[src/sv/fmsb_pkg.sv]
// shared constants, types and helper functions for the frame mirror block
package fmsb_pkg;

    localparam int MAX_WIDTH   = 256;
    localparam int MAX_HEIGHT  = 256;
    localparam int STORE_DEPTH = MAX_WIDTH * MAX_HEIGHT;

    localparam int COL_W  = $clog2(MAX_WIDTH);
    localparam int ROW_W  = $clog2(MAX_HEIGHT);
    localparam int ADDR_W = $clog2(STORE_DEPTH);
    localparam int WD_W   = $clog2(MAX_WIDTH + 1);
    localparam int HD_W   = $clog2(MAX_HEIGHT + 1);
    localparam int TOT_W  = WD_W + HD_W;
    localparam int DIM_W  = (WD_W > HD_W) ? WD_W : HD_W;
    localparam int COORD_W = DIM_W + 2;

    localparam int PIX_W      = 16;
    localparam int SIZE_W     = 9;
    localparam int SHIFT_W    = 5;
    localparam int CFG_IDX_W  = 2;
    localparam int CFG_DATA_W = 9;
    localparam int IN_DATA_W  = 24;
    localparam int MIRROR_BIT = PIX_W;

    localparam logic [SIZE_W-1:0] RST_FRAME_WIDTH  = SIZE_W'(240);
    localparam logic [SIZE_W-1:0] RST_FRAME_HEIGHT = SIZE_W'(240);

    localparam logic [CFG_IDX_W-1:0] REG_FRAME_WIDTH  = CFG_IDX_W'(0);
    localparam logic [CFG_IDX_W-1:0] REG_FRAME_HEIGHT = CFG_IDX_W'(1);
    localparam logic [CFG_IDX_W-1:0] REG_SHIFT_X      = CFG_IDX_W'(2);
    localparam logic [CFG_IDX_W-1:0] REG_SHIFT_Y      = CFG_IDX_W'(3);

    localparam logic ACT_LOAD = 1'b0;
    localparam logic ACT_EMIT = 1'b1;

    typedef enum logic [1:0] {
        S_IDLE,
        S_CALC,
        S_READ,
        S_OUT
    } t_state;

    typedef struct packed {
        logic load;
        logic capture;
        logic calc;
        logic read;
    } t_cmd;

    function automatic logic [WD_W-1:0] clamp_width(input logic [SIZE_W-1:0] v);
        logic [WD_W-1:0] r;
        if (v == '0) begin
            r = WD_W'(1);
        end else if (int'(v) > MAX_WIDTH) begin
            r = WD_W'(MAX_WIDTH);
        end else begin
            r = WD_W'(v);
        end
        return r;
    endfunction

    function automatic logic [HD_W-1:0] clamp_height(input logic [SIZE_W-1:0] v);
        logic [HD_W-1:0] r;
        if (v == '0) begin
            r = HD_W'(1);
        end else if (int'(v) > MAX_HEIGHT) begin
            r = HD_W'(MAX_HEIGHT);
        end else begin
            r = HD_W'(v);
        end
        return r;
    endfunction

    function automatic logic [PIX_W-1:0] byte_swap(input logic [PIX_W-1:0] v);
        return {v[7:0], v[15:8]};
    endfunction

endpackage

[src/sv/fmsb_ctrl.sv]
// controller state machine sequencing load and emit words
module fmsb_ctrl
    import fmsb_pkg::*;
(
    input  logic i_clk,
    input  logic i_rst_n,
    input  logic i_in_valid,
    input  logic i_action,
    input  logic i_out_ready,
    output logic o_in_ready,
    output logic o_out_valid,
    output t_cmd o_cmd
);

    t_state r_state;
    t_state n_state;

    always_ff @(posedge i_clk) begin
        if (!i_rst_n) begin
            r_state <= S_IDLE;
        end else begin
            r_state <= n_state;
        end
    end

    always_comb begin
        n_state = r_state;
        case (r_state)
            S_IDLE: begin
                if (i_in_valid && (i_action == ACT_EMIT)) begin
                    n_state = S_CALC;
                end
            end
            S_CALC: n_state = S_READ;
            S_READ: n_state = S_OUT;
            S_OUT: begin
                if (i_out_ready) begin
                    n_state = S_IDLE;
                end
            end
            default: n_state = S_IDLE;
        endcase
    end

    always_comb begin
        o_in_ready    = 1'b0;
        o_out_valid   = 1'b0;
        o_cmd         = '0;
        case (r_state)
            S_IDLE: begin
                o_in_ready    = 1'b1;
                o_cmd.load    = i_in_valid && (i_action == ACT_LOAD);
                o_cmd.capture = i_in_valid && (i_action == ACT_EMIT);
            end
            S_CALC:  o_cmd.calc  = 1'b1;
            S_READ:  o_cmd.read  = 1'b1;
            S_OUT:   o_out_valid = 1'b1;
            default: o_in_ready  = 1'b0;
        endcase
    end

endmodule

[config.mk]
export PLATFORM = sky130hd
export DESIGN_NAME = fmsb_ctrl
export DESIGN_NICKNAME = d
export VERILOG_FILES = /design/src/sv/fmsb_pkg.sv /design/src/sv/fmsb_ctrl.sv
export SDC_FILE = /design/constraint.sdc
export NUM_CORES = 1
export LEC_CHECK = 0
export ABC_AREA = 1
export BUFFER_PORTS_ARGS = -buffer_cell sky130_fd_sc_hd__clkbuf_2
export CAP_MARGIN = 20
export CORE_AREA = 2 2 39 41
export CTS_BUF_LIST = sky130_fd_sc_hd__clkbuf_8
export DETAILED_ROUTE_END_ITERATION = 16
export DIE_AREA = 0 0 41 43
export PLACE_DENSITY = 0.34
export RECOVER_POWER = 25
export REMOVE_ABC_BUFFERS = 1
export SLEW_MARGIN = 10
export SYNTH_ARGS = -nofsm -noshare
export SYNTH_HDL_FRONTEND = slang
export SYNTH_SLANG_ARGS = --single-unit
[constraint.sdc]
create_clock -name i_clk -period 1.2 [get_ports i_clk]
set_input_delay 0.18 -clock i_clk [delete_from_list [all_inputs] [get_ports i_clk]]
set_output_delay 0.18 -clock i_clk [all_outputs]
set_load 0.1 [all_outputs]
**Yosys cells after proc, flatten, opt, wreduce, memory -nomap -nowiden**

Index checks and enable logic that the tools add are counted.

- Bits in registers: 2
- Bits of input ports: 5

- Equality and inequality tests: 5
- Multiplexer cells: 8
- Bitwise gates (word level): 1
- Reductions and logical operators: 4

Operators by type and width:

| kind | number |
|---|---|
| $pmux W2 S4 | 1 |
| $mux W2 | 3 |
| $eq A2 B2 Y1 const B | 2 |
| $mux W1 | 4 |
| $ne A2 B2 Y1 const B | 2 |
| $eq A2 B1 Y1 const B | 1 |
| $logic_and A1 B1 Y1 | 2 |
| $logic_not A2 Y1 | 1 |
| $reduce_and A2 Y1 | 1 |
| $not A1 Y1 | 1 |

**Longest topological paths before layout**

- Depth after elaboration: 3
- Depth in mapped cells: 6

**Least setup slack after synthesis**

OpenSTA, ideal clock, no wires.

- Path type: reg-to-output
- Start: register r_state[0]
- End: output port o_cmd[3] (netlist bit)
- Slack: -1.603 ns
- Arrival time: 2.623 ns
- Cell stages (with the launch flop): 5
- Path buffers: 0
- Cells stage by stage: dfxtp_1 -> inv_1 -> ha_1 -> nand2_1 -> nor2_1

RTL lines:

| element | line | RTL |
|---|---|---|
| start: declaration | fmsb_ctrl.sv:15 | `t_state r_state;` |
| start signal: assignment | fmsb_ctrl.sv:22 | `r_state <= n_state;` |
| end: declaration | fmsb_ctrl.sv:12 | `output t_cmd o_cmd` |

==> results by stage <==
Run status:
- The flow ran to the end, but the final reports show violations.
- The final reports fail on negative setup slack.

Die:
- The overall die height is 43 um.
- In this run the count of I/O pins placed on the die edge is 11.
- The die area is 0.001763 mm2.
- For this configuration, the core starts out at a cell density of 13.74%.
- The floorplan die width is 41 um.
- The floorplan has 14 rows.
- The core region area is 0.001384 mm2.

Worst setup path:
- The highest net fanout along the worst path is 3.
- The critical path is of the register to output pin type.
- The kind of start point of the critical path is a register.
- For the worst setup path, the data required time is 1.02 ns.
- The arrival time reported for the critical path endpoint is 1.07 ns.
- STA classifies the critical path endpoint as an output pin.

Clocking:
- The later-pin clock latency in the skew report is 0.21 ns.
- The number of buffers added for setup after CTS is 0.
- No sink is reached through more buffers than the 2 on the longest clock path.
- The clock net sink count is 2.
- The register clock-pin slew on the reported worst setup and hold paths is 0.03 ns.
- The CTS tree is done.
- The number of buffers added by the clock tree synthesis step is 3.
- CTS built an H-tree with a depth of 1.
- The hold buffer count at cts is 0.
- In this run the clock root is driven by a sky130_fd_sc_hd__clkbuf_8.

Cells and area:
- The largest registers in the layout are r_state x2.
- The library cells used most frequently in the layout, excluding fill and tap cells, are sky130_fd_sc_hd__buf_12 (6), sky130_fd_sc_hd__buf_4 (5), sky130_fd_sc_hd__ha_4 (4), sky130_fd_sc_hd__clkbuf_2 (4).
- The number of antenna diodes is 0.
- Leaving out fill and tap cells, the most frequent cell in the layout is sky130_fd_sc_hd__buf_12.
- After the last flow step, the layout net total stands at 57.
- The fraction of final layout cells sized beyond drive strength 1 is 75.56%.
- The largest register by flop count is r_state.
- Relative to the synthesized area, the layout overhead comes to 169.1%.
- The register with the most flip-flops in the layout has 2 of them.

Synth:
- The flip-flop and latch count after synthesis is 2.
- By area the synthesized netlist is led by sky130_fd_sc_hd__ha_1 (33%), sky130_fd_sc_hd__dfxtp_1 (21%), sky130_fd_sc_hd__inv_1 (9.9%), sky130_fd_sc_hd__nand2_2 (9.9%), sky130_fd_sc_hd__nor2_1 (9.9%).
- In this run, distinct cell masters in the synthesized netlist total 8.
- The synthesized design spends more area on one cell type than any other, namely sky130_fd_sc_hd__ha_1.
- Synthesis produced 27 cells.
- Summing every instance area after synthesis gives 190.2 um2.
- The synthesized design devotes to its leading area cell type 32.89% of total area.
- Yosys printed 0 warnings.
- The per-instance average area after synthesis is 7.044 um2.
- The sequential-to-total area share from yosys stat is 21.05%.

STA:
- The final number of max-transition violations is 0.
- Across all setup checks in the final design, the least slack found is -0.05379 ns.
- The transition time at the pin with the least slew margin is 0.1154 ns.
- The total negative setup slack is -0.1971 ns.
- The final hold violation count is 0.
- Setup repair after global routing could not meet its margin everywhere.
- Timing would allow up to 797.6 MHz.
- The final count of negative-setup-slack endpoints is 5.
- In the finished design, the share of the clock period the worst path needs comes to 104.5%.
- Clock skew on the completed layout was measured at 0.0005026 ns.
- The relative max-transition margin is 92.31%.
- Counting I/O delays and the setup requirement, the final critical path takes 1.254 ns.

Drt:
- The number of optimization iterations in the first detailed-route pass is 1.
- The via-per-instance ratio is 3.623.
- After detailed routing, the average wire length per cell comes to 8.098 um.
- The final route contains 221 vias.
- The DRC violations left is 0.
- The routed wire length is 494 um.
- The first routing iteration left 0 violations.
- The detail route stage leaves a number of antenna-violating nets equal to 0.

Job:
- Across the run, the number of max-cap violations was 0.

GRT:
- The first-pass GRT wire length is 869 um.
- The number of global-route vias before repair is 221.
- The largest net degree at the start of global routing is 5.
- The total overflow left after global routing is 0.
- The global-route usage over all layers is 7.608%.
- The number of antenna violations at the first check in global routing is 0.

Min path:
- The path class of the tightest hold or removal check is input pin to register.

Place:
- At the end of routability-driven placement, the weighted congestion stood at 0.6817.
- Port buffering added 10 buffers.
-- per-layer routing --
metal | up-vias | global-route usage (%) | routed length, um
met1 | 92 | 8.599 | 200
met5 | - | 0 | 0
met4 | 0 | 8.000 | 0
met3 | 0 | 1.571 | 44
met2 | 9 | 10.63 | 249
li1 | 120 | - | -
-- cells by family after synthesis --
family	Yosys count	share of synthesized area, %
fa+ha+maj	5	32.89
flops	2	21.05
compound gates	2	5.263
simple gates	13	30.92
buf+inv	5	9.869
-- area by class of cell --
class	count	area [um2]
sequential	2	42.54
tap	16	20.02
multi-input combinational	20	206.4
timing repair buffer	15	177.7
clock buffer	3	41.29
inverter	5	23.77
fill	146	872.1
-- final timing paths --
kind | from | end | slack [ns] | cells past startpoint
worst min register to register | r_state[1] | r_state[1] | 0.63 | 3
worst min-delay path | i_rst_n | r_state[0] | 0.19 | 3
worst max register to register | r_state[0] | r_state[0] | 0.10 | 7
worst max-delay path | r_state[0] | o_cmd[3] | -0.05 | 5
-- worst max-delay path, cell delays in order (launching register included) --
cell                      delay [ns]
sky130_fd_sc_hd__dfxtp_2        0.32
sky130_fd_sc_hd__inv_4          0.08
sky130_fd_sc_hd__ha_4           0.15
sky130_fd_sc_hd__nand2_4        0.05
sky130_fd_sc_hd__nor2_4         0.09
sky130_fd_sc_hd__buf_12         0.18
-- synthesized netlist by cell type --
cell type and instances:
sky130_fd_sc_hd__nand3_1 2, sky130_fd_sc_hd__nand2_1 3, sky130_fd_sc_hd__a21oi_1 2, sky130_fd_sc_hd__nand2_2 3, sky130_fd_sc_hd__nor2_1 5, sky130_fd_sc_hd__ha_1 5
sky130_fd_sc_hd__dfxtp_1 2, sky130_fd_sc_hd__inv_1 5
-- metrics by stage --
step | setup slack (ns) | area [um2] | hold WS [ns] | util, % | instances
detailed placement | 0.02731 | 387.9 | 0.4085 | 28.03 | 58
floorplan | -1.603 | 190.2 | 0.3007 | - | 27
CTS | -0.07786 | 504.2 | 0.1806 | 36.44 | 61
global placement | 0.01602 | 387.9 | 0.4071 | 28.03 | 58
global route | -0.09061 | 511.7 | 0.1945 | 36.98 | 61
finish | -0.05379 | 511.7 | 0.1867 | 36.98 | 61
-- repair_timing --
action | 4_1_cts | 5_1_grt
endpoints found under the hold margin | 0 | 0
pin swaps | 4 | 4
setup endpoints to repair | 6 | 6
gates cloned | 0 | 0
gates resized for setup | 19 | 3
Power is not shown: default switching activity piles up to over one toggle a cycle in this logic, so the estimate is an artifact.
